## src/design/smlc_pkg.sv

```systemverilog
`timescale 1ns / 1ps
// ----------------------------------------------------------------------------
// smlc_pkg: shared types for the motor limit controller
// Item classes, result layout and the queue entry passed from front to back.
// ----------------------------------------------------------------------------
package smlc_pkg;

   typedef enum logic [1:0] {
      CLS_CHAR   = 2'd0,
      CLS_LINE   = 2'd1,
      CLS_TICK   = 2'd2,
      CLS_IGNORE = 2'd3
   } item_class_type;

   localparam logic [7:0] CHAR_NEWLINE = 8'h0A;
   localparam logic [7:0] CHAR_COLON   = 8'h3A;
   localparam logic [16:0] NUM_CAP     = 17'd65535;

   localparam logic [0:0] CSR_WATCHDOG  = 1'b0;
   localparam logic [0:0] CSR_HEARTBEAT = 1'b1;

   typedef enum logic [1:0] {
      DIR_BACKWARD = 2'd0,
      DIR_FORWARD  = 2'd1,
      DIR_OTHER    = 2'd2
   } dir_code_type;

   typedef enum logic [1:0] {
      PH_BLANK = 2'd0,
      PH_SIGN  = 2'd1,
      PH_DIGIT = 2'd2,
      PH_DONE  = 2'd3
   } num_phase_type;

   typedef struct packed {
      item_class_type cls;
      logic [7:0]     rx_byte;
      logic           fwd_limit;
      logic           rev_limit;
   } entry_type;

   typedef struct packed {
      logic       bridge_a;
      logic       bridge_b;
      logic [7:0] pwm_duty;
      logic [1:0] dir_reports;
      logic       heartbeat;
      logic       link_lost;
   } result_type;

endpackage

```

## src/design/smlc_front.sv

```systemverilog
`timescale 1ns / 1ps
// ----------------------------------------------------------------------------
// smlc_front: byte classifier
// Tracks line length and the zero-byte end, and tags each request as a
// parser character, a line end, a tick, or a dropped byte.
// ----------------------------------------------------------------------------
module smlc_front #(
   parameter int LINE_BUFFER = 32
) (
   input  logic                clock,
   input  logic                reset,
   input  logic                take,
   input  logic                cmd,
   input  logic [7:0]          rx_byte,
   input  logic                fwd_limit,
   input  logic                rev_limit,
   output smlc_pkg::entry_type entry
);
   import smlc_pkg::*;

   localparam int LW = $clog2(LINE_BUFFER);
   localparam logic [LW-1:0] LEN_MAX = LW'(LINE_BUFFER - 1);

   logic [LW-1:0] len_ff, len_in;
   logic          ended_ff, ended_in;

   always_comb begin
      entry.rx_byte   = rx_byte;
      entry.fwd_limit = fwd_limit;
      entry.rev_limit = rev_limit;
      len_in   = len_ff;
      ended_in = ended_ff;
      if (cmd) begin
         entry.cls = CLS_TICK;
      end else if (rx_byte == CHAR_NEWLINE) begin
         entry.cls = CLS_LINE;
         len_in    = '0;
         ended_in  = 1'b0;
      end else if (!ended_ff && len_ff < LEN_MAX) begin
         len_in = len_ff + 1'b1;
         if (rx_byte == 8'h00) begin
            entry.cls = CLS_IGNORE;
            ended_in  = 1'b1;
         end else begin
            entry.cls = CLS_CHAR;
         end
      end else begin
         entry.cls = CLS_IGNORE;
      end
   end

   always_ff @(posedge clock) begin
      if (reset) begin
         len_ff   <= '0;
         ended_ff <= 1'b0;
      end else if (take) begin
         len_ff   <= len_in;
         ended_ff <= ended_in;
      end
   end

endmodule

```

## src/design/smlc_queue.sv

```systemverilog
`timescale 1ns / 1ps
// ----------------------------------------------------------------------------
// smlc_queue: two-entry queue
// Decouples the classifier from the executor, and the executor from the
// result side.
// ----------------------------------------------------------------------------
module smlc_queue #(
   parameter int WIDTH = 8
) (
   input  logic             clock,
   input  logic             reset,
   input  logic             wr_en,
   input  logic [WIDTH-1:0] wr_data,
   output logic             full,
   input  logic             rd_en,
   output logic [WIDTH-1:0] rd_data,
   output logic             empty
);
   logic [WIDTH-1:0] mem_ff [2];
   logic             wp_ff, rp_ff;
   logic [1:0]       cnt_ff;

   assign full    = cnt_ff == 2'd2;
   assign empty   = cnt_ff == 2'd0;
   assign rd_data = mem_ff[rp_ff];

   always_ff @(posedge clock) begin
      if (wr_en) mem_ff[wp_ff] <= wr_data;
   end

   always_ff @(posedge clock) begin
      if (reset) begin
         wp_ff  <= 1'b0;
         rp_ff  <= 1'b0;
         cnt_ff <= 2'd0;
      end else begin
         if (wr_en) wp_ff <= ~wp_ff;
         if (rd_en) rp_ff <= ~rp_ff;
         cnt_ff <= cnt_ff + {1'b0, wr_en} - {1'b0, rd_en};
      end
   end

endmodule

```

## src/design/smlc_back.sv

```systemverilog
`timescale 1ns / 1ps
// ----------------------------------------------------------------------------
// smlc_back: command executor
// Runs the PING match and token parser, the watchdog, the limit logic and
// the heartbeat, and forms one result per request.
// ----------------------------------------------------------------------------
module smlc_back #(
   parameter int TIMER_BITS = 16
) (
   input  logic                 clock,
   input  logic                 reset,
   input  logic                 go,
   input  smlc_pkg::entry_type  entry,
   input  logic [15:0]          wd_timeout,
   input  logic [15:0]          hb_period,
   output smlc_pkg::result_type result
);
   import smlc_pkg::*;

   localparam logic [TIMER_BITS-1:0] TMAX = '1;

   logic [2:0]    pm_ff, pm_in;
   logic          pb_ff, pb_in;
   logic [1:0]    tok_ff, tok_in;
   logic          open_ff, open_in;
   num_phase_type ph_ff, ph_in;
   logic          neg_ff, neg_in;
   logic [16:0]   val_ff, val_in;
   logic [7:0]    ftv_ff, ftv_in;
   logic          fts_ff, fts_in;
   dir_code_type  stc_ff, stc_in;
   logic          sts_ff, sts_in;
   logic [7:0]    spd_ff, spd_in;
   dir_code_type  dir_ff, dir_in;
   logic          stop_ff, stop_in;
   logic          pf_ff, pf_in, pr_ff, pr_in;
   logic          dead_ff, dead_in;
   logic [TIMER_BITS-1:0] sll_ff, sll_in, shb_ff, shb_in;

   logic [7:0]  c;
   logic        digit, commit, is_ping;
   logic [20:0] mac;
   logic [7:0]  ping_ch;
   logic [1:0]  rep;
   logic        beat;
   logic [7:0]  eff;

   assign c     = entry.rx_byte;
   assign digit = c inside {[8'h30:8'h39]};

   always_comb begin
      case (pm_ff)
         3'd0:    ping_ch = 8'h50;
         3'd1:    ping_ch = 8'h49;
         3'd2:    ping_ch = 8'h4E;
         3'd3:    ping_ch = 8'h47;
         default: ping_ch = 8'h00;
      endcase
   end

   always_comb begin
      pm_in = pm_ff; pb_in = pb_ff; tok_in = tok_ff; open_in = open_ff;
      ph_in = ph_ff; neg_in = neg_ff; val_in = val_ff;
      ftv_in = ftv_ff; fts_in = fts_ff; stc_in = stc_ff; sts_in = sts_ff;
      spd_in = spd_ff; dir_in = dir_ff; stop_in = stop_ff;
      pf_in = pf_ff; pr_in = pr_ff; dead_in = dead_ff;
      sll_in = sll_ff; shb_in = shb_ff;
      commit = 1'b0; rep = 2'd0; beat = 1'b0;
      mac = {4'd0, val_ff} * 21'd10 + {13'd0, c - 8'h30};
      is_ping = !pb_ff && pm_ff == 3'd4;
      case (entry.cls)
         CLS_CHAR: begin
            if (!pb_ff && pm_ff < 3'd4 && c == ping_ch) pm_in = pm_ff + 3'd1;
            else pb_in = 1'b1;
            if (c == CHAR_COLON) begin
               commit = open_ff;
            end else begin
               open_in = 1'b1;
               case (ph_ff)
                  PH_BLANK: begin
                     if (c inside {8'h20, 8'h09, 8'h0B, 8'h0C, 8'h0D}) begin
                        ph_in = PH_BLANK;
                     end else if (c == 8'h2B || c == 8'h2D) begin
                        neg_in = c == 8'h2D;
                        ph_in  = PH_SIGN;
                     end else if (digit) begin
                        val_in = {9'd0, c - 8'h30};
                        ph_in  = PH_DIGIT;
                     end else begin
                        ph_in = PH_DONE;
                     end
                  end
                  PH_SIGN, PH_DIGIT: begin
                     if (digit) begin
                        val_in = mac > {4'd0, NUM_CAP} ? NUM_CAP : mac[16:0];
                        ph_in  = PH_DIGIT;
                     end else begin
                        ph_in = PH_DONE;
                     end
                  end
                  default: ph_in = PH_DONE;
               endcase
            end
         end
         CLS_LINE: begin
            commit = open_ff;
         end
         CLS_TICK: begin
            if (!dead_ff && {16'd0, sll_ff} >= {{TIMER_BITS{1'b0}}, wd_timeout}) begin
               dead_in = 1'b1;
               spd_in  = 8'd0;
            end
            sll_in = sll_ff == TMAX ? TMAX : sll_ff + 1'b1;
            if (dir_ff == DIR_FORWARD) begin
               if (entry.fwd_limit) stop_in = 1'b1;
               else if (pf_ff) begin
                  dir_in = DIR_BACKWARD; stop_in = 1'b0; rep[0] = 1'b1;
               end
            end
            if (dir_in == DIR_BACKWARD) begin
               if (entry.rev_limit) stop_in = 1'b1;
               else if (pr_ff) begin
                  dir_in = DIR_FORWARD; stop_in = 1'b0; rep[1] = 1'b1;
               end
            end
            pf_in = entry.fwd_limit;
            pr_in = entry.rev_limit;
            shb_in = shb_ff == TMAX ? TMAX : shb_ff + 1'b1;
            if ({16'd0, shb_in} >= {{TIMER_BITS{1'b0}}, hb_period}) begin
               beat = 1'b1; shb_in = '0;
            end
         end
         default: ;
      endcase

      // Token commit happens at a colon or at the end of the line.
      if (commit) begin
         if (tok_ff == 2'd0) begin
            ftv_in = (neg_ff || val_ff == '0) ? 8'd0 :
                     (val_ff > 17'd255 ? 8'd255 : val_ff[7:0]);
            fts_in = 1'b1;
         end else if (tok_ff == 2'd1) begin
            stc_in = val_ff == '0 ? DIR_BACKWARD :
                     ((!neg_ff && val_ff == 17'd1) ? DIR_FORWARD : DIR_OTHER);
            sts_in = 1'b1;
         end
         if (tok_ff < 2'd2) tok_in = tok_ff + 2'd1;
         open_in = 1'b0; ph_in = PH_BLANK; neg_in = 1'b0; val_in = '0;
      end

      if (entry.cls == CLS_LINE) begin
         if (!is_ping) begin
            if (fts_in) spd_in = ftv_in;
            if (sts_in) dir_in = stc_in;
         end
         sll_in = '0; dead_in = 1'b0;
         pm_in = '0; pb_in = 1'b0; tok_in = '0; open_in = 1'b0;
         ph_in = PH_BLANK; neg_in = 1'b0; val_in = '0;
         ftv_in = '0; fts_in = 1'b0; stc_in = DIR_BACKWARD; sts_in = 1'b0;
      end

      eff = stop_in ? 8'd0 : spd_in;
      result.bridge_a    = eff != 8'd0 && dir_in == DIR_FORWARD;
      result.bridge_b    = eff != 8'd0 && dir_in != DIR_FORWARD;
      result.pwm_duty    = eff == 8'd0 ? 8'd255 : eff;
      result.dir_reports = rep;
      result.heartbeat   = beat;
      result.link_lost   = dead_in;
   end

   always_ff @(posedge clock) begin
      if (reset) begin
         pm_ff <= '0; pb_ff <= 1'b0; tok_ff <= '0; open_ff <= 1'b0;
         ph_ff <= PH_BLANK; neg_ff <= 1'b0; val_ff <= '0;
         ftv_ff <= '0; fts_ff <= 1'b0; stc_ff <= DIR_BACKWARD; sts_ff <= 1'b0;
         spd_ff <= '0; dir_ff <= DIR_FORWARD; stop_ff <= 1'b0;
         pf_ff <= 1'b0; pr_ff <= 1'b0; dead_ff <= 1'b0;
         sll_ff <= '0; shb_ff <= '0;
      end else if (go) begin
         pm_ff <= pm_in; pb_ff <= pb_in; tok_ff <= tok_in; open_ff <= open_in;
         ph_ff <= ph_in; neg_ff <= neg_in; val_ff <= val_in;
         ftv_ff <= ftv_in; fts_ff <= fts_in; stc_ff <= stc_in; sts_ff <= sts_in;
         spd_ff <= spd_in; dir_ff <= dir_in; stop_ff <= stop_in;
         pf_ff <= pf_in; pr_ff <= pr_in; dead_ff <= dead_in;
         sll_ff <= sll_in; shb_ff <= shb_in;
      end
   end

endmodule

```

## src/design/serial_commanded_motor_limit_controller_unit.sv

```systemverilog
`timescale 1ns / 1ps
// ----------------------------------------------------------------------------
// serial_commanded_motor_limit_controller_unit: motor link and limit control
// Serial command parser, link watchdog, end-switch logic and heartbeat.
// ----------------------------------------------------------------------------
// Each request is a serial byte or a 1 ms tick and produces exactly one
// response with the H-bridge drive and status. One request is taken per
// clock while the request queue is not full. The classifier tags the
// request as it is accepted and writes it into a two-entry queue. The
// executor updates all parser and motor state as it takes each entry from
// that queue and writes the response into a second two-entry queue in
// front of the response ports, so requests flow back to back as long as
// responses are popped at the same pace.
module serial_commanded_motor_limit_controller_unit #(
   parameter int LINE_BUFFER = 32,
   parameter int TIMER_BITS  = 16
) (
   input  logic        clock,
   input  logic        reset,
   input  logic        push,
   output logic        full,
   input  logic        req_cmd,
   input  logic [7:0]  req_rx_byte,
   input  logic        req_fwd_limit,
   input  logic        req_rev_limit,
   output logic        empty,
   input  logic        pop,
   output logic        rsp_bridge_a,
   output logic        rsp_bridge_b,
   output logic [7:0]  rsp_pwm_duty,
   output logic [1:0]  rsp_dir_reports,
   output logic        rsp_heartbeat,
   output logic        rsp_link_lost,
   input  logic        csr_valid,
   output logic        csr_ready,
   input  logic [0:0]  csr_index,
   input  logic [15:0] csr_data
);
   import smlc_pkg::*;

   logic [15:0] wd_ff, hb_ff;
   entry_type   fe, be;
   result_type  res, rq;
   logic        take, q_empty, r_full, r_empty, go;

   assign csr_ready = 1'b1;
   always_ff @(posedge clock) begin
      if (reset) begin
         wd_ff <= 16'd3000;
         hb_ff <= 16'd1000;
      end else if (csr_valid) begin
         case (csr_index)
            CSR_WATCHDOG:  wd_ff <= csr_data;
            CSR_HEARTBEAT: hb_ff <= csr_data;
            default: ;
         endcase
      end
   end

   assign take = push && !full;
   assign go   = !q_empty && !r_full;

   smlc_front #(.LINE_BUFFER(LINE_BUFFER)) u_front (
      .clock, .reset, .take, .cmd(req_cmd), .rx_byte(req_rx_byte),
      .fwd_limit(req_fwd_limit), .rev_limit(req_rev_limit), .entry(fe)
   );

   smlc_queue #(.WIDTH($bits(entry_type))) u_cmdq (
      .clock, .reset, .wr_en(take), .wr_data(fe), .full,
      .rd_en(go), .rd_data(be), .empty(q_empty)
   );

   smlc_back #(.TIMER_BITS(TIMER_BITS)) u_back (
      .clock, .reset, .go, .entry(be), .wd_timeout(wd_ff),
      .hb_period(hb_ff), .result(res)
   );

   smlc_queue #(.WIDTH($bits(result_type))) u_rspq (
      .clock, .reset, .wr_en(go), .wr_data(res), .full(r_full),
      .rd_en(pop && !r_empty), .rd_data(rq), .empty(r_empty)
   );

   assign empty           = r_empty;
   assign rsp_bridge_a    = rq.bridge_a;
   assign rsp_bridge_b    = rq.bridge_b;
   assign rsp_pwm_duty    = rq.pwm_duty;
   assign rsp_dir_reports = rq.dir_reports;
   assign rsp_heartbeat   = rq.heartbeat;
   assign rsp_link_lost   = rq.link_lost;

endmodule

```

## config.mk

```make
export PLATFORM = sky130hd
export DESIGN_NAME = serial_commanded_motor_limit_controller_unit
export DESIGN_NICKNAME = d
export VERILOG_FILES = /design/src/design/smlc_pkg.sv /design/src/design/smlc_front.sv /design/src/design/smlc_queue.sv /design/src/design/smlc_back.sv /design/src/design/serial_commanded_motor_limit_controller_unit.sv
export SDC_FILE = /design/constraint.sdc
export NUM_CORES = 1
export LEC_CHECK = 0
export BUFFER_PORTS_ARGS = -buffer_cell sky130_fd_sc_hd__buf_2
export CORE_MARGIN = 4
export CORE_UTILIZATION = 30
export CTS_CLUSTER_DIAMETER = 40
export DETAILED_ROUTE_END_ITERATION = 10
export GPL_TIMING_DRIVEN = 0
export SETUP_SLACK_MARGIN = 0.2
export SYNTH_ARGS = -nofsm -noshare
export SYNTH_HDL_FRONTEND = slang
export SYNTH_SLANG_ARGS = --single-unit
```

## constraint.sdc

```tcl
create_clock -name clock -period 3.7 [get_ports clock]
set_input_delay 0.185 -clock clock [delete_from_list [all_inputs] [get_ports clock]]
set_output_delay 0.185 -clock clock [all_outputs]
set_load 0.05 [all_outputs]
```

# After elaboration in Yosys (flattened, before gate mapping)

Memory sizes are Yosys's and may differ from the RTL's. A register that Yosys moved wholly into a read port is not among the register bits.
Index checks and enable logic that the tools add are counted.

Memories kept: 2
Output and inout port bits: 17
RAM bits: 52
Logic and storage cells: 268
Input port bits: 33
Register bits after elaboration: 131

Memories:

| name          | words | width | rd ports | clocked after memory_dff | write ports | line             | text |
|---|---|---|---|---|---|---|---|
| u_rspq.mem_ff | 2     | 14    | 1        | 1                        | 1           | smlc_queue.sv:19 | `logic [WIDTH-1:0] mem_ff [2];` |
| u_cmdq.mem_ff | 2     | 12    | 1        | 1                        | 1           | smlc_queue.sv:19 |  |

Add/subtract/negate cells: 11
Equality and inequality tests: 34
Reductions and logical operators: 58
$mul: 1
Order comparisons: 9
Bitwise logic cells: 6
Muxes and demuxes: 118

Operator list:

| operator                                                         | count |
|---|---|
| two-way mux 17 bit                                               | 9 |
| two-way mux 8 bit                                                | 12 |
| two-way mux 16 bit                                               | 5 |
| two-way mux 2 bit                                                | 31 |
| two-way mux 1 bit                                                | 52 |
| equality test 8 x 4 -> 1 bit (second input constant)             | 5 |
| one-hot mux 17 bit (2 select lines)                              | 1 |
| adder 16 x 1 -> 16 bit (second input constant)                   | 2 |
| equality test 16 bit (second input constant)                     | 2 |
| equality test 8 x 6 -> 1 bit (second input constant)             | 4 |
| >= comparator 16 bit                                             | 2 |
| one-hot mux 7 bit (4 select lines)                               | 1 |
| adder 21 x 8 -> 21 bit                                           | 1 |
| greater-than comparator 21 x 16 -> 1 bit (second input constant) | 1 |
| multiplier 17 x 3 -> 20 bit (second input constant)              | 1 |
| equality test 17 x 1 -> 1 bit (second input constant)            | 1 |
| greater-than comparator 17 x 8 -> 1 bit (second input constant)  | 1 |
| zero test 17 bit                                                 | 1 |
| zero test 8 bit                                                  | 2 |
| AND reduction 3 bit                                              | 5 |
| nonzero test 2 bit                                               | 7 |
| logical AND 1 bit                                                | 12 |
| zero test 2 bit                                                  | 6 |
| equality test 2 x 1 -> 1 bit (second input constant)             | 5 |
| 38 further kinds                                                 | 68 |

# Longest topological paths before layout

Gate-level depths: netlist (run 1).

Depth in word-level cells: 13
Depth in mapped cells: 19
Depth with buffers taken out: 17

# By module

A second synthesis (run 1) with hierarchy kept.

Cell total of the unflattened synthesis: 1239
Area, all modules: 11290.8 um2

Modules (own cells, without submodules):

| module                                       | seq. area each (um2) | cells each | instances | area each (um2) |
|---|---|---|---|---|
| smlc_back                                    | 1701.6               | 927        | 1         | 7133.1 |
| serial_commanded_motor_limit_controller_unit | 640.6                | 133        | 1         | 1361.3 |
| smlc_queue (u_rspq)                          | 940.9                | 64         | 1         | 1226.2 |
| smlc_queue (u_cmdq)                          | 820.8                | 58         | 1         | 1086.0 |
| smlc_front                                   | 120.1                | 57         | 1         | 484.2 |

# Worst setup path after synthesis (run 1)

Ideal clock, no wire load.

Path kind: flip-flop to flip-flop
Start point: register u_back.shb_ff[0]
End point: register u_back.shb_ff[10]
Slack: -0.331 ns
Buffers on the path: 2
Setup time: 0.060 ns
Cell stages (with the launch flop): 20
Arrival time: 3.971 ns
Cell sequence: dfxtp_1 > ha_1 > and3_1 > nand3_1 > nor3_1 > nand2b_1 > clkbuf_1 > nand2_1 > inv_1 > ha_1 > nand2b_1 > a21o_1 > a21o_1 > a21o_1 > a21o_1 > a21o_1 > a211o_1 > a2111oi_4 > buf_4 > a22o_1

Cells in the longest elaborated chain, start to end: 4
Elaborated cells on any way between the ends: 5
Classes of those cells: add/sub: 1; order compare: 1; eq/ne: 1; mux: 2

RTL lines:

| element                                                               | line             | text |
|---|---|---|
| start: declaration                                                    | smlc_back.sv:38  | `logic [TIMER_BITS-1:0] sll_ff, sll_in, shb_ff, shb_in;` |
| start signal: assignment                                              | smlc_back.sv:185 | `sll_ff <= sll_in; shb_ff <= shb_in;` |
| adder 16 x 1 -> 16 bit / equality test 16 bit (equally long branches) | smlc_back.sv:128 | `shb_in = shb_ff == TMAX ? TMAX : shb_ff + 1'b1;` |
| two-way mux 16 bit *                                                  | smlc_back.sv:128 |  |
| >= comparator 16 bit                                                  | smlc_back.sv:129 | `if ({16'd0, shb_in} >= {{TIMER_BITS{1'b0}}, hb_period}) begin` |
| two-way mux 16 bit *                                                  | smlc_back.sv:129 |  |

Mark *: on every way between the ends. The rest lies on a longest branch, timed or not.
A chain may end at the register's enable or synchronous reset.

# Final worst setup path (run 1)

Start point: register u_back.shb_ff[0]
End point: register u_back.shb_ff[1]

Same word-level chain as after synthesis.

==> flow_summary.toml, run 1 <==
[outcome]
outcome = "finished, final reports clean"

[global_route]
wire_length_of_the_first_global_routing_pass_mm = 47.22
globalRouteOverflowTotal = 0
grt_pass1_vias = 9161
grt_antenna_before_repair = 0
total_routing_usage_reported_by_global_routing = 0.1395
grt_max_degree = 18

[setup_path]
crit_type = "register to register"
cp.arrival_ns = 3.97
worst_r2r_path_depth = 19
timing.critical_path.from_type = "register"
r2r_slack_ns = 0.09
critical-path-slowest-cell = "sky130_fd_sc_hd__a2111oi_4"
kind_of_cell_with_the_highest_combined_delay_on_the_critical_path = "compound AO/OA/AOI/OAI gates"
critical_path.reg2reg.endpoint = "u_back.shb_ff[1]"
timing.critical_path.from = "u_back.shb_ff[0]"
cp_num_buf_inv = 3
path_cells = "ha_4 > and3_4 > nand3_4 > nor3_4 > nand2b_4 > clkbuf_16 > nand2_4 > inv_2 > ha_4 > nand2b_4 > a21o_1 > a21o_1 > a21o_1 > a21o_1 > a21o_1 > a211o_1 > a2111oi_4 > buf_4 > a22o_1"
worst_path_max_fanout = 6
crit_path_frequent_cell = "sky130_fd_sc_hd__a21o_1"
critPathMaxStageDelay_ns = 0.46
crit-reg2reg-launch = "u_back.shb_ff[0]"
cp_num_cells = 19
worstSetupEndpoint = "u_back.shb_ff[1]"
required_arrival_time_at_the_worst_endpoint_ns = 4.07
timing.critical_path.to_type = "register"

[drt]
highest-signal-layer = "met4"
detail_route.iter0.violations = 545
route.layer.met1.wl_mm = 13.97
routed-wl-met2_mm = 13.66
route.detailed.wl_per_inst_um = 15.40
drt_wl_total_mm = 28.98
drcViolationCount = 0
dr_total_vias = 9560
mean_number_of_vias_per_cell = 5.080
dr_wl_met3_um = 920
firstDrtPassIters = 5
final_antenna_net_count = 0

[cts]
worstSkewPairLatency_ns = 0.43
ctsRootBufferMaster = "sky130_fd_sc_hd__clkbuf_16"
tritoncts = "built"
htreeDepth = 4
numCtsBuffers = 17
clkSlewWorstSetupHoldPaths_ns = 0.07
clock_sinks = 185
clk_path_buf_depth = 2

[min_path]
hold_class = "primary input to register"

[synthesis]
number_of_flip_flops_and_latches_in_the_synthesized_netlist = 185
synth_area_per_cell_um2 = 8.884
number_of_warning_messages_in_the_yosys_log = 0
yosysUniqueCellTypes = 97
syn_inst = 1259
ys.flop_type = "sky130_fd_sc_hd__dfxtp_1"
synth_sequential_area_ratio = 0.3777
syn_nets = 1385
synth_enable_flop_cells = 52
synth_area_mm2 = 0.01118
async_reset_ff_frac = 0

[place]
place_congestion = 0.8379
place.detailed.hpwl_mm = 21.08
io_buffer_count = 48

[die]
floorplan.die.height_um = 201.1
placementRows = 70
start_util = 0.3048
die_width_um = 201.1
top_level_ports = 50
design.die.area_mm2 = 0.04044
fp.coreArea_mm2 = 0.03670

[sta]
timing.setup.tns_ns = 0
finalMaxSlewViolations = 0
final_hold_viol_count = 0
timing.fmax_mhz = 277.4
tightestPinTransition_ns = 1.027
timing.max_slew.rel_slack = 0.3127
min_period_over_period = 0.9744
finalSetupViolations = 0
timing.final.crit_period_ns = 3.605
fin_hold_ws_ns = 0.01943
timing.clock.skew_ns = 0.01401
rsz_0062_raised_after_global_routing = "yes"

[cells_and_area]
ratio_of_cells_with_drive_above_1_in_the_final_layout = 0.2122
mostFrequentLayoutCells = "sky130_fd_sc_hd__nor2_1 (132), sky130_fd_sc_hd__a21oi_1 (119), sky130_fd_sc_hd__nand2_1 (118), sky130_fd_sc_hd__dfxtp_1 (117), sky130_fd_sc_hd__ha_1 (79)"
seqCellArea_mm2 = 0.004267
nNetsFinal = 1527
area_growth_syn_to_layout_pct = 24.37
layout_commonest_cell = "sky130_fd_sc_hd__nor2_1"
num_antenna_cells = 0
num-fill-cells = 3623
area_of_combinational_cells_with_multiple_inputs_mm2 = 0.007044

[power]
power.leakage_nw = 5.695
power.density_mw_per_mm2 = 516.3
power_mw = 7.182
power.ir.vdd_worst_mv = 0.2436

[job]
max_cap_violations = 0
==> layer usage <==
metal	track usage	up-vias
met5	0	-
met3	0.02278	31
met1	0.1931	4553
met2	0.2298	173
li1	-	4803
met4	0.03171	0
==> worst min-delay path: cells and delay by family <==
kind	cells	cell delay (ns)
buffers and inverters	1	0.11
AO/OA/AOI/OAI	1	0.06
AND/OR/NAND/NOR	1	0.05
==> worst min-delay path by stage <==
stage                  start                   to  slack, ns  depth (start not counted)
2_1_floorplan  req_rev_limit  u_cmdq.mem_ff[0][0]       0.28                          0
3_3_place_gp   req_fwd_limit  u_cmdq.mem_ff[0][1]       0.38                          1
3_5_place_dp   req_fwd_limit  u_cmdq.mem_ff[1][1]       0.38                          1
4_1_cts          csr_data[0]             hb_ff[0]      0.001                          3
5_1_grt          csr_data[0]             hb_ff[0]      0.003                          3
6_report         csr_data[0]             hb_ff[0]       0.02                          3
==> flip-flops by register name, indices dropped and copies added (netlist names), 2 cells and up, named ones only <==
name	count
u_back.stc_ff	2
u_front.len_ff	5
u_rspq.mem_ff	28
u_back.ftv_ff	8
hb_ff	16
u_back.shb_ff	16
wd_ff	16
u_cmdq.cnt_ff	2
u_back.val_ff	17
u_back.pm_ff	3
u_back.tok_ff	2
u_back.dir_ff	2
u_back.ph_ff	2
u_cmdq.mem_ff	24
u_back.spd_ff	8
u_rspq.cnt_ff	2
u_back.sll_ff	16
==> area by class of cell <==
type | instances | area share
tap | 468 | 0.04210
buffer | 52 | 0.01979
clock buffer | 18 | 0.03238
inverter | 76 | 0.02051
multi-input combinational | 946 | 0.5064
sequential | 185 | 0.3067
clock inverter | 14 | 0.007826
timing repair buffer | 123 | 0.06423
==> synth_stat cells (4+ instances only) <==
master,n,area share
sky130_fd_sc_hd__a2111oi_0,4,0.0031
sky130_fd_sc_hd__a211o_1,14,0.011
sky130_fd_sc_hd__a211oi_1,13,0.0087
sky130_fd_sc_hd__a21o_1,23,0.015
sky130_fd_sc_hd__a21oi_1,128,0.057
sky130_fd_sc_hd__a21oi_2,4,0.0031
sky130_fd_sc_hd__a221o_1,4,0.0036
sky130_fd_sc_hd__a22o_1,17,0.013
sky130_fd_sc_hd__a22oi_1,7,0.0047
sky130_fd_sc_hd__a31oi_1,8,0.0045
sky130_fd_sc_hd__and2_1,12,0.0067
sky130_fd_sc_hd__and3_1,15,0.0084
sky130_fd_sc_hd__and4_1,4,0.0031
sky130_fd_sc_hd__buf_1,8,0.0027
sky130_fd_sc_hd__buf_2,7,0.0031
sky130_fd_sc_hd__buf_4,5,0.0034
sky130_fd_sc_hd__clkbuf_1,31,0.010
sky130_fd_sc_hd__dfxtp_1,133,0.24
sky130_fd_sc_hd__edfxtp_1,52,0.14
sky130_fd_sc_hd__ha_1,91,0.10
sky130_fd_sc_hd__inv_1,74,0.025
sky130_fd_sc_hd__mux2_2,20,0.020
sky130_fd_sc_hd__mux2i_1,20,0.018
sky130_fd_sc_hd__nand2_1,120,0.040
sky130_fd_sc_hd__nand2b_1,14,0.0078
sky130_fd_sc_hd__nand3_1,28,0.013
sky130_fd_sc_hd__nand3b_1,8,0.0054
sky130_fd_sc_hd__nand4_1,11,0.0062
sky130_fd_sc_hd__nor2_1,137,0.046
sky130_fd_sc_hd__nor2b_1,20,0.011
sky130_fd_sc_hd__nor3_1,28,0.013
sky130_fd_sc_hd__nor3b_1,4,0.0027
sky130_fd_sc_hd__nor4_1,6,0.0034
sky130_fd_sc_hd__o21a_1,10,0.0067
sky130_fd_sc_hd__o21ai_0,35,0.016
sky130_fd_sc_hd__o31ai_1,5,0.0034
sky130_fd_sc_hd__o41ai_1,6,0.0047
sky130_fd_sc_hd__or2_2,5,0.0028
sky130_fd_sc_hd__or3_1,6,0.0034
sky130_fd_sc_hd__xnor2_1,36,0.028
sky130_fd_sc_hd__xor2_1,13,0.010
==> kinds of logic after synthesis <==
logic type,synth area share
other,0.0003353
AND/OR/NAND/NOR,0.1920
adder cells (fa/ha/maj),0.1054
XOR/XNOR,0.04083
multiplexers,0.04128
flip-flops,0.3777
AO/OA/AOI/OAI,0.1960
buffers and inverters,0.04654
==> stage by stage <==
step	utilization	area, um2	worst slack, ns	std cells
after floorplan	-	11260	0.06659	1259
after global placement	0.3294	12090	-0.4650	1775
after detailed placement	0.3294	12090	-0.4548	1775
after CTS	0.3678	13500	0.07223	1863
after global routing	0.3790	13910	-0.06823	1882
final	0.3790	13910	0.09476	1882
==> report_power, final <==
part           switching, mW  total [mW]  leakage (nW)  internal [mW]
Sequential             0.151        2.48          1.53           2.33
Combinational           1.76        2.94          3.89           1.18
Clock                  0.842        1.76         0.283          0.918
==> what timing repair did <==
action	CTS	global route
endpoints found under the hold margin	33	0
buffers inserted	35	20
hold buffers	19	0
cloned	2	0
gates resized for setup	78	57
pin swaps	31	34
endpoints found under the setup margin	54	52
No activity file was read; power rests on OpenSTA's default activity.
==> run 2, diff against run 1 <==
- PLACE_DENSITY: unset -> 0.5
==> run 2 against run 1 <==
Net effect: setup slack improved by 0.059 ns; cell count increased by 0.16%; global-route usage increased by 0.71 points; utilization increased by 0.68 points; largest cell class unchanged; highest routed layer unchanged; sequential share of layout area decreased by 0.52 points; cell area increased by 1.8%; sequential cell count unchanged; fmax increased by 1.7%; power increased by 3.1%.
==> flow_summary.toml, run 2 (synthesis gave the netlist of run 1 again) <==
[die]
placementRows = 70
top_level_ports = 50
start_util = 0.3048
design.die.area_mm2 = 0.04044
die_width_um = 201.1
floorplan.die.height_um = 201.1
fp.coreArea_mm2 = 0.03670

[global_route]
grt_pass1_vias = 9194
total_routing_usage_reported_by_global_routing = 0.1467
wire_length_of_the_first_global_routing_pass_mm = 48.89
grt_max_degree = 17
globalRouteOverflowTotal = 0
grt_antenna_before_repair = 0

[drt]
dr_total_vias = 9528
firstDrtPassIters = 5
route.detailed.wl_per_inst_um = 16.10
detail_route.iter0.violations = 514
drcViolationCount = 0
final_antenna_net_count = 0
mean_number_of_vias_per_cell = 5.055
drt_wl_total_mm = 30.34

[power]
power_mw = 7.408
seqPwrFrac = 0.336
p_int_mw = 4.609
power.ir.vdd_worst_mv = 0.4100
power_switching_mw = 2.799
power.density_mw_per_mm2 = 523.2
swShare = 0.3778
share_comb_of_total_power = 0.420
power.leakage_nw = 5.751
clkPwrFrac = 0.244

[cts]
clkSlewWorstSetupHoldPaths_ns = 0.07
clk_path_buf_depth = 2
clock_sinks = 185
tritoncts = "built"
ctsRootBufferMaster = "sky130_fd_sc_hd__clkbuf_16"
worstSkewPairLatency_ns = 0.44
htreeDepth = 4
numCtsBuffers = 17

[cells_and_area]
post-route-cell-area_mm2 = 0.01416
layout_commonest_cell = "sky130_fd_sc_hd__nor2_1"
ratio_of_cells_with_drive_above_1_in_the_final_layout = 0.2223
final_cell_count_no_fill = 1885
largest_register = "u_rspq.mem_ff"
mostFrequentLayoutCells = "sky130_fd_sc_hd__nor2_1 (131), sky130_fd_sc_hd__a21oi_1 (119), sky130_fd_sc_hd__nand2_1 (118), sky130_fd_sc_hd__dfxtp_1 (116), sky130_fd_sc_hd__ha_1 (77)"
num_antenna_cells = 0
nNetsFinal = 1530
largestRegisters = "u_rspq.mem_ff: 28 flops, u_cmdq.mem_ff: 24 flops, u_back.val_ff: 17 flops"
area_growth_syn_to_layout_pct = 26.60
largest_reg_flops = 28
utilization = 0.3859

[sta]
finalSetupViolations = 0
timing.max_slew.rel_slack = 0.1948
finalMaxSlewViolations = 0
timing.clock.skew_ns = 0.01408
min_period_over_period = 0.9585
tightestPinTransition_ns = 1.203
fin_hold_ws_ns = 0.01832
final_hold_viol_count = 0
timing.final.crit_period_ns = 3.547
timing.fmax_mhz = 282.0
final_ws_setup_ns = 0.1534
timing.setup.tns_ns = 0
rsz_0062_raised_after_global_routing = "yes"

[setup_path]
cp.arrival_ns = 3.93
worst_r2r_path_depth = 18
required_arrival_time_at_the_worst_endpoint_ns = 4.08
crit_type = "register to register"
worst_path_max_fanout = 9
timing.critical_path.to_type = "register"
timing.critical_path.from_type = "register"

[place]
dp_worst_setup_slack_ns = -0.5868
io_buffer_count = 48
place.detailed.hpwl_mm = 21.92
placed_cells = 1775
place_congestion = 0.8115
dpl-instance-area_mm2 = 0.01209

[outcome]
outcome = "finished, final reports clean"

[min_path]
hold_class = "primary input to register"
hold-path-cell-count = 2

[job]
max_cap_violations = 0
## run 2: layout make-up
class | instances | area (um2)
buffer | 52 | 276.5
clock inverter | 11 | 123.9
timing repair buffer | 124 | 914.6
multi-input combinational | 948 | 7263
tap | 468 | 585.6
clock buffer | 21 | 440.4
inverter | 76 | 285.3
sequential | 185 | 4270
fill | 3672 | 22540
## run 2: path summary, 6_finish.rpt
| check | startpoint | endpoint | slack (ns) |
|---|---|---|---|
| setup / recovery | u_back.shb_ff[1] | u_back.shb_ff[15] | 0.15 |
| hold / removal | csr_data[11] | wd_ff[11] | 0.02 |
| setup reg to reg | u_back.shb_ff[1] | u_back.shb_ff[15] | 0.15 |
| hold reg to reg | hb_ff[2] | hb_ff[2] | 0.46 |
## run 2: power by group through the flow
stage	sequential (mW)	clock, mW	combinational, mW
6_report	2.49	1.81	3.11
5_1_grt	2.51	1.94	3.44
3_3_place_gp	2.52	0	2.44
4_1_cts	2.48	1.85	2.88
2_1_floorplan	2.47	0	1.87
3_5_place_dp	2.52	0	2.47
## run 2: metal layers
layer / track usage / part of all wire / vias up
met5: 0 / 0 / -
met4: 0.03466 / 0.012 / 0
met3: 0.02132 / 0.025 / 26
met2: 0.2388 / 0.47 / 128
met1: 0.2064 / 0.50 / 4558
li1: - / - / 4816
## run 2: critical path, cell delays in order, from the launching register on
cell	delay [ns]
sky130_fd_sc_hd__dfxtp_2	0.36
sky130_fd_sc_hd__ha_4	0.14
sky130_fd_sc_hd__and3_4	0.20
sky130_fd_sc_hd__nand3_4	0.09
sky130_fd_sc_hd__nor3_4	0.19
sky130_fd_sc_hd__nand2b_4	0.09
sky130_fd_sc_hd__clkbuf_16	0.16
sky130_fd_sc_hd__buf_4	0.17
sky130_fd_sc_hd__nand2_1	0.12
sky130_fd_sc_hd__ha_1	0.24
sky130_fd_sc_hd__a21o_1	0.19
sky130_fd_sc_hd__a21o_1	0.15
sky130_fd_sc_hd__a21o_1	0.17
sky130_fd_sc_hd__a21o_1	0.17
sky130_fd_sc_hd__a211o_1	0.30
sky130_fd_sc_hd__a2111oi_4	0.29
sky130_fd_sc_hd__buf_4	0.20
sky130_fd_sc_hd__buf_6	0.13
sky130_fd_sc_hd__a22o_1	0.13
## run 2: what timing repair did
| item | 4_1_cts | 5_1_grt |
|---|---|---|
| pin swaps | 32 | 35 |
| gates cloned | 3 | 1 |
| buffers inserted | 37 | 17 |
| endpoints found under the setup margin | 55 | 54 |
| hold buffers | 21 | 0 |
| gates resized for setup | 91 | 80 |
| endpoints found under the hold margin | 38 | 0 |
